<file path="config.mk">
export PLATFORM = sky130hd
export DESIGN_NAME = pcg32_random_generator_top
export DESIGN_NICKNAME = d
export VERILOG_FILES = /design/src/rtl/pcg32_pkg.sv /design/src/rtl/pcg32_datapath.sv /design/src/rtl/pcg32_ctrl.sv /design/src/rtl/pcg32_random_generator_top.sv
export VERILOG_INCLUDE_DIRS = /design/src /design/src/rtl
export SDC_FILE = /design/constraint.sdc
export NUM_CORES = 2
export LEC_CHECK = 0
export BUFFER_PORTS_ARGS = -buffer_cell sky130_fd_sc_hd__buf_2
export CAP_MARGIN = 20
export CORE_UTILIZATION = 58
export DETAILED_ROUTE_END_ITERATION = 8
export HOLD_SLACK_MARGIN = 0.08
export PLACE_DENSITY = 0.75
export SLEW_MARGIN = 5
export SYNTH_ARGS = -nofsm -noshare
export SYNTH_HDL_FRONTEND = slang
export SYNTH_SLANG_ARGS = --single-unit
</file>
<file path="constraint.sdc">
create_clock -name clk -period 12.6 [get_ports clk]
set_clock_uncertainty 0.2 [all_clocks]
set_input_delay 0.63 -clock clk [delete_from_list [all_inputs] [get_ports clk]]
set_output_delay 0.63 -clock clk [all_outputs]
set_load 0.005 [all_outputs]
</file>
<file path="src/rtl/pcg32_random_generator_top_defines.svh">
// Assertion macros for the PCG32 generator.
// Taken in by the top level with an include; no other dependencies.
`ifndef PCG32_RANDOM_GENERATOR_TOP_DEFINES_SVH
`define PCG32_RANDOM_GENERATOR_TOP_DEFINES_SVH

// Same-cycle implication, checked outside reset.
`define PCG_ASSERT_NOW(label, ante, cons, msg) \
  label: assert property (@(posedge clk) disable iff (rst) (ante) |-> (cons)) \
    else $error(msg);

// Next-cycle implication, checked outside reset.
`define PCG_ASSERT_NEXT(label, ante, cons, msg) \
  label: assert property (@(posedge clk) disable iff (rst) (ante) |=> (cons)) \
    else $error(msg);

`endif

</file>
<file path="src/rtl/pcg32_pkg.sv">
// Shared constants and controller/datapath command types for the PCG32 generator.
// No dependencies.
package pcg32_pkg;

  localparam logic [63:0] RESET_STATE      = 64'd12345;
  localparam logic [63:0] RESET_INCREMENT  = 64'h14057B7EF767814F;
  localparam logic [63:0] RESET_MULTIPLIER = 64'h5851F42D4C957F2D;

  localparam logic [63:0] GOLDEN_GAMMA = 64'h9E3779B97F4A7C15;
  localparam logic [63:0] MIX_MUL_A    = 64'hBF58476D1CE4E5B9;
  localparam logic [63:0] MIX_MUL_B    = 64'h94D049BB133111EB;
  // SplitMix64 output for an input of zero, used when the mix of the seed is zero
  localparam logic [63:0] MIX_OF_ZERO  = 64'hE220A8397B1DCDAF;

  // Step of the 64x64 low-half multiply on the shared 32x32 multiplier
  typedef enum logic [1:0] {
    MS_LL,    // product of low halves
    MS_LH,    // add low product, multiply a low by b high
    MS_HL,    // add cross term, multiply a high by b low
    MS_LAST   // add last cross term
  } mstep_t;

  typedef struct packed {
    logic   cfg_write;
    logic   load_draw;
    logic   load_reseed;
    logic   mul_en;
    mstep_t mstep;
    logic   load_mix2;
    logic   commit_draw;
    logic   commit_reseed;
    logic   push_out;
  } pcg_cmd_t;

endpackage

</file>
<file path="src/rtl/pcg32_datapath.sv">
// PCG32 datapath: generator state, multiplier register, shared 32x32 multiplier,
// accumulator and result word. Uses pcg32_pkg; driven by pcg32_ctrl commands.
module pcg32_datapath (
  input  logic                clk,
  input  logic                rst,
  input  pcg32_pkg::pcg_cmd_t cmd,
  input  logic [63:0]         cfg_data,
  input  logic [63:0]         seed,
  input  logic [63:0]         stream,
  output logic [31:0]         random_word
);

  logic [63:0] lcg_state;
  logic [63:0] lcg_increment;
  logic [63:0] lcg_multiplier;

  logic [63:0] op_a;
  logic [63:0] op_b;
  logic [63:0] acc;
  logic [63:0] prod;
  logic [63:0] stream_q;
  logic [31:0] word;

  logic [31:0] mul_x;
  logic [31:0] mul_y;
  logic [63:0] mul_p;
  logic [63:0] seed_t;
  logic [63:0] mix1;
  logic [63:0] mix2_in;
  logic [63:0] mix_out;
  logic [63:0] xsh;
  logic [31:0] xsh_word;
  logic [63:0] rot_dbl;

  // XSH-RR output of the current state
  assign xsh      = lcg_state ^ (lcg_state >> 18);
  assign xsh_word = xsh[58:27];
  assign rot_dbl  = {xsh_word, xsh_word} >> lcg_state[63:59];

  assign seed_t  = seed + pcg32_pkg::GOLDEN_GAMMA;
  assign mix1    = seed_t ^ (seed_t >> 30);
  assign mix2_in = acc ^ (acc >> 27);
  assign mix_out = acc ^ (acc >> 31);

  always_comb begin
    unique case (cmd.mstep)
      pcg32_pkg::MS_LL: begin
        mul_x = op_a[31:0];
        mul_y = op_b[31:0];
      end
      pcg32_pkg::MS_LH: begin
        mul_x = op_a[31:0];
        mul_y = op_b[63:32];
      end
      pcg32_pkg::MS_HL: begin
        mul_x = op_a[63:32];
        mul_y = op_b[31:0];
      end
      default: begin
        mul_x = '0;
        mul_y = '0;
      end
    endcase
  end

  assign mul_p = {32'd0, mul_x} * {32'd0, mul_y};

  always_ff @(posedge clk) begin
    if (rst) begin
      lcg_state      <= pcg32_pkg::RESET_STATE;
      lcg_increment  <= pcg32_pkg::RESET_INCREMENT;
      lcg_multiplier <= pcg32_pkg::RESET_MULTIPLIER;
    end else begin
      if (cmd.cfg_write) begin
        lcg_multiplier <= cfg_data;
      end
      if (cmd.commit_draw) begin
        lcg_state <= acc;
      end
      if (cmd.commit_reseed) begin
        lcg_state     <= (mix_out == 64'd0) ? pcg32_pkg::MIX_OF_ZERO : mix_out;
        lcg_increment <= stream_q | 64'd1;
      end
    end
  end

  always_ff @(posedge clk) begin
    if (cmd.load_draw) begin
      op_a <= lcg_state;
      op_b <= lcg_multiplier;
      acc  <= lcg_increment;
      word <= rot_dbl[31:0];
    end else if (cmd.load_reseed) begin
      op_a     <= mix1;
      op_b     <= pcg32_pkg::MIX_MUL_A;
      acc      <= '0;
      stream_q <= stream;
    end else if (cmd.load_mix2) begin
      op_a <= mix2_in;
      op_b <= pcg32_pkg::MIX_MUL_B;
      acc  <= '0;
    end else if (cmd.mul_en) begin
      prod <= mul_p;
      unique case (cmd.mstep)
        pcg32_pkg::MS_LL:   acc <= acc;
        pcg32_pkg::MS_LH:   acc <= acc + prod;
        pcg32_pkg::MS_HL:   acc <= acc + {prod[31:0], 32'd0};
        pcg32_pkg::MS_LAST: acc <= acc + {prod[31:0], 32'd0};
      endcase
    end
    if (cmd.push_out) begin
      random_word <= word;
    end
  end

endmodule

</file>
<file path="src/rtl/pcg32_ctrl.sv">
// PCG32 controller: sequences draws and reseeds, owns the handshakes.
// Uses pcg32_pkg; issues commands to pcg32_datapath.
module pcg32_ctrl (
  input  logic                clk,
  input  logic                rst,
  input  logic                req_valid,
  input  logic                mode,
  input  logic                rsp_stall,
  input  logic                cfg_valid,
  output logic                req_stall,
  output logic                rsp_valid,
  output logic                cfg_ready,
  output pcg32_pkg::pcg_cmd_t cmd
);

  typedef enum logic [2:0] {
    ST_IDLE,
    ST_LL,
    ST_LH,
    ST_HL,
    ST_LAST,
    ST_MIX2,
    ST_DONE
  } state_t;

  state_t state;
  logic   is_reseed;
  logic   phase2;
  logic   out_free;
  logic   req_take;

  assign out_free  = !rsp_valid || !rsp_stall;
  assign req_stall = (state != ST_IDLE);
  assign cfg_ready = (state == ST_IDLE);
  assign req_take  = req_valid && (state == ST_IDLE);

  always_comb begin
    cmd               = '0;
    cmd.mstep         = pcg32_pkg::MS_LL;
    cmd.cfg_write     = cfg_valid && (state == ST_IDLE);
    cmd.load_draw     = req_take && !mode;
    cmd.load_reseed   = req_take && mode;
    unique case (state)
      ST_LL: begin
        cmd.mul_en = 1'b1;
        cmd.mstep  = pcg32_pkg::MS_LL;
      end
      ST_LH: begin
        cmd.mul_en = 1'b1;
        cmd.mstep  = pcg32_pkg::MS_LH;
      end
      ST_HL: begin
        cmd.mul_en = 1'b1;
        cmd.mstep  = pcg32_pkg::MS_HL;
      end
      ST_LAST: begin
        cmd.mul_en = 1'b1;
        cmd.mstep  = pcg32_pkg::MS_LAST;
      end
      ST_MIX2: cmd.load_mix2 = 1'b1;
      ST_DONE: begin
        cmd.commit_reseed = is_reseed;
        cmd.commit_draw   = !is_reseed && out_free;
        cmd.push_out      = !is_reseed && out_free;
      end
      default: ;
    endcase
  end

  always_ff @(posedge clk) begin
    if (rst) begin
      state     <= ST_IDLE;
      is_reseed <= 1'b0;
      phase2    <= 1'b0;
      rsp_valid <= 1'b0;
    end else begin
      // a new word may replace one leaving in the same cycle
      if (state == ST_DONE && !is_reseed && out_free) begin
        rsp_valid <= 1'b1;
      end else if (rsp_valid && !rsp_stall) begin
        rsp_valid <= 1'b0;
      end
      unique case (state)
        ST_IDLE: begin
          if (req_valid) begin
            is_reseed <= mode;
            phase2    <= 1'b0;
            state     <= ST_LL;
          end
        end
        ST_LL:   state <= ST_LH;
        ST_LH:   state <= ST_HL;
        ST_HL:   state <= ST_LAST;
        ST_LAST: begin
          if (is_reseed && !phase2) begin
            state <= ST_MIX2;
          end else begin
            state <= ST_DONE;
          end
        end
        ST_MIX2: begin
          phase2 <= 1'b1;
          state  <= ST_LL;
        end
        ST_DONE: begin
          if (is_reseed) begin
            state <= ST_IDLE;
          end else if (out_free) begin
            state <= ST_IDLE;
          end
        end
        default: state <= ST_IDLE;
      endcase
    end
  end

endmodule

</file>
<file path="src/rtl/pcg32_random_generator_top.sv">
// Channel | signals                       | payload
// req     | req_valid, req_stall          | mode, seed, stream
// rsp     | rsp_valid, rsp_stall          | random_word
// cfg     | cfg_valid, cfg_ready          | cfg_data (lcg_multiplier)
//
// From a draw's transfer to the next free slot, four steps of the
// shared 32x32 multiplier build the 64-bit state update, plus finish and accept.
// A reseed runs two SplitMix64 multiplies on the same multiplier.
// rst is synchronous, active high; it restores state, increment and multiplier.
// A finished draw waits in the done step while rsp is stalled with a result held.
//
// Top level of the PCG32 XSH-RR generator; uses pcg32_pkg, pcg32_ctrl,
// pcg32_datapath and the assertion macros in pcg32_random_generator_top_defines.svh.
`include "pcg32_random_generator_top_defines.svh"

module pcg32_random_generator_top (
  input  logic        clk,
  input  logic        rst,
  input  logic        req_valid,
  output logic        req_stall,
  input  logic        mode,
  input  logic [63:0] seed,
  input  logic [63:0] stream,
  output logic        rsp_valid,
  input  logic        rsp_stall,
  output logic [31:0] random_word,
  input  logic        cfg_valid,
  output logic        cfg_ready,
  input  logic [63:0] cfg_data
);

  pcg32_pkg::pcg_cmd_t cmd;

  pcg32_ctrl u_ctrl (
    .clk       (clk),
    .rst       (rst),
    .req_valid (req_valid),
    .mode      (mode),
    .rsp_stall (rsp_stall),
    .cfg_valid (cfg_valid),
    .req_stall (req_stall),
    .rsp_valid (rsp_valid),
    .cfg_ready (cfg_ready),
    .cmd       (cmd)
  );

  pcg32_datapath u_datapath (
    .clk         (clk),
    .rst         (rst),
    .cmd         (cmd),
    .cfg_data    (cfg_data),
    .seed        (seed),
    .stream      (stream),
    .random_word (random_word)
  );

  `PCG_ASSERT_NEXT(a_busy_after_take, req_valid && !req_stall, req_stall, "not busy after request transfer")
  `PCG_ASSERT_NEXT(a_no_cfg_in_work, req_valid && !req_stall, !cfg_ready, "config open while item in work")
  `PCG_ASSERT_NOW(a_rsp_after_work, $rose(rsp_valid), $past(req_stall), "result without work")

endmodule

</file>
==> flow_summary.ini <==
[layout]
layout_common_cells = 1164 x nand2_1, 934 x inv_1, 898 x fa_1
final_nets = 8889
num-fill-cells = 9364
final_common_cell = nand2_1
area_delta_synth_final_pct = 9.77
layout-drive-gt1-share = 0.0808
fin_cells = 8982

[clocking]
cts_tree = built
cts-root-buf = clkbuf_16
clk_latency_ns = 0.74
clockBufferDepth = 3
clkSinkCount = 580
numCtsBuffers = 61
post-cts-setup-buffer-count = 0
cts_max_level = 2
path_clk_slew_ns = 0.06

[routing]
drcViolationCount = 0
firstDrtPassIters = 9
wl_per_cell_um = 27.8
vias = 56000
m1WireLength_um = 85100
routed_wl_um = 250000
routed-wl-met3_um = 32700
via_per_inst = 6.23
top_layer = met5
wl_met2_um = 106000
ant_nets = 0
drtIter0Drc = 6490

[worst_setup_path]
slowest_stage = buf_4
cp.arrival_ns = 11.33
slowest_delay_ns = 0.59
cp_common_cell = fa_1
required_ns = 12.82
end_kind = flop
critPathBufInv = 4
worstSetupStartpoint = u_ctrl.state[2]
crit_fanout = 48
path_class = flop to flop
crit_path_start_kind = flop
cp_top_family = adder cells
r2r-start = u_ctrl.state[2]

[global_routing]
grt_pass1_wl_um = 361000
grt_max_degree = 98
antenna_found_initial = 14
grt_usage = 0.443
first_global_vias = 55600
grt_overflow = 0

[floorplan]
core_um2 = 111000
dieArea_um2 = 113000
start_util = 0.586
io-pin-count = 233
die_y_um = 337
die_w_um = 337
rows = 122

[sta]
timing.fmax_mhz = 89.9
period_needed_ns = 11.12
slew-limit-headroom = 0.0826
tightest_slew_ns = 1.38
rsz0062_at_grt = false
finalSetupViolations = 0
fin_tns_setup_ns = 0
fin_crit_sh = 0.882
slew_viol_final = 0
hold_viol = 0
worst_hold_slack_ns = 0.166

[run]
cap_viol_max_count = 0

[synth]
syn-num-nets = 8709
ys_types = 90
syn_area_um2 = 64900
synth_area_per_cell_um2 = 8.95
ys.flop_type = edfxtp_1
syn_inst = 7255
synth_edf_count = 383
ys_ff_latch = 580
ys_seq_area_frac = 0.238
async_reset_ff_frac = 0
yosys_warnings = 0

[place]
dp.cells = 8728
place_congestion = 1.14
dp_hpwl_um = 194000
io_buffers = 231

[worst_hold_path]
hp-class = input pin to flop
hp-start = req_valid

[outcome]
status = finished, final reports clean
==> worst register-to-register path: cells and delay by family, from the launching register on <==
kind                       cells  cell delay, ns
adders and majority gates      9            4.54
and+or+nand+nor                9            2.79
xor gates and xnor gates       1            0.17
DFF                            1            0.53
buffers and inverters          4            1.20
AOI/OAI and AO/OA              5            1.43
==> sequential cells by signal, indices dropped and copies added, names as in the netlist <==
register / flops
u_datapath.lcg_increment: 63
u_ctrl.is_reseed: 1
u_datapath.op_a: 64
u_datapath.prod: 64
u_ctrl.rsp_valid: 1
u_datapath.word: 32
u_datapath.lcg_multiplier: 64
u_datapath.stream_q: 63
u_datapath.random_word: 32
u_datapath.acc: 64
u_datapath.lcg_state: 64
u_datapath.op_b: 64
u_ctrl.phase2: 1
u_ctrl.state: 3
==> metal layers <==
layer  global-route usage  vias to the layer above
li1                     -                    23800
met1                0.526                    27100
met2                0.652                     3857
met3                0.151                     1197
met4                0.361                       14
met5                    0                        -
==> kinds of logic (layout without fill, tap and decap cells) <==
| logic type | count (synthesis) | after routing | share of synthesized area |
|---|---|---|---|
| other | 0 | 7 | 0 |
| buffers and inverters | 1337 | 1569 | 0.0781 |
| and+or+nand+nor | 2477 | 2477 | 0.161 |
| xor gates and xnor gates | 316 | 316 | 0.0431 |
| muxes | 148 | 148 | 0.0238 |
| AOI/OAI and AO/OA | 1141 | 1141 | 0.110 |
| adders and majority gates | 1256 | 1256 | 0.346 |
| DFF | 580 | 580 | 0.238 |
==> per-stage QoR <==
stage | setup slack [ns] | utilization | instance area, um^2
global placement | 1.95 | 0.611 | 67800
global route | 1.11 | 0.643 | 71300
CTS | 1.70 | 0.642 | 71200
finish | 1.48 | 0.643 | 71300
floorplan | 2.68 | - | 64900
detailed placement | 1.81 | 0.611 | 67800
==> path summary, 6_finish.rpt <==
kind / to / slack, ns / cells after the start
setup / recovery: u_datapath.prod[63] / 1.48 / 28
hold / removal: u_ctrl.phase2 / 0.17 / 4
hold reg to reg: u_datapath.random_word[13] / 0.22 / 0
setup reg to reg: u_datapath.prod[63] / 1.48 / 28
==> repair_timing <==
action,4_1_cts,5_1_grt
hold endpoints to repair,129,0
endpoints found under the setup margin,0,0
resized for setup,0,0
hold buffers,127,0
==> layout make-up <==
cell class / count / area [um^2] / share of cell area
diodes: 7 / 17.5 / 0.000246
clock buffers: 75 / 1640 / 0.0230
clock inverters: 40 / 507 / 0.00711
inverters: 940 / 3530 / 0.0495
multi-input cells: 5338 / 44600 / 0.626
flip-flops and latches: 580 / 15400 / 0.217
well taps: 1488 / 1860 / 0.0261
repair buffers: 514 / 3670 / 0.0514
==> synth_stat cells (51+ instances only) <==
cell	count	area, um^2
inv_1	935	3510
nor2_1	851	3190
fa_1	898	18000
a21oi_1	350	1750
xor2_1	86	753
ha_1	358	4480
nand4_1	51	319
clkbuf_1	359	1350
nand2_1	1166	4380
o21ai_0	286	1430
xnor2_1	227	1990
edfxtp_1	383	11500
nor3_1	65	325
dfxtp_1	197	3940
nand3b_1	68	510
a21o_1	108	811
mux2i_1	133	1330
a22oi_1	61	458
Power is left out: the tool's default activity adds up to more than one toggle a clock period on the data nets, which glitch-free logic cannot reach.
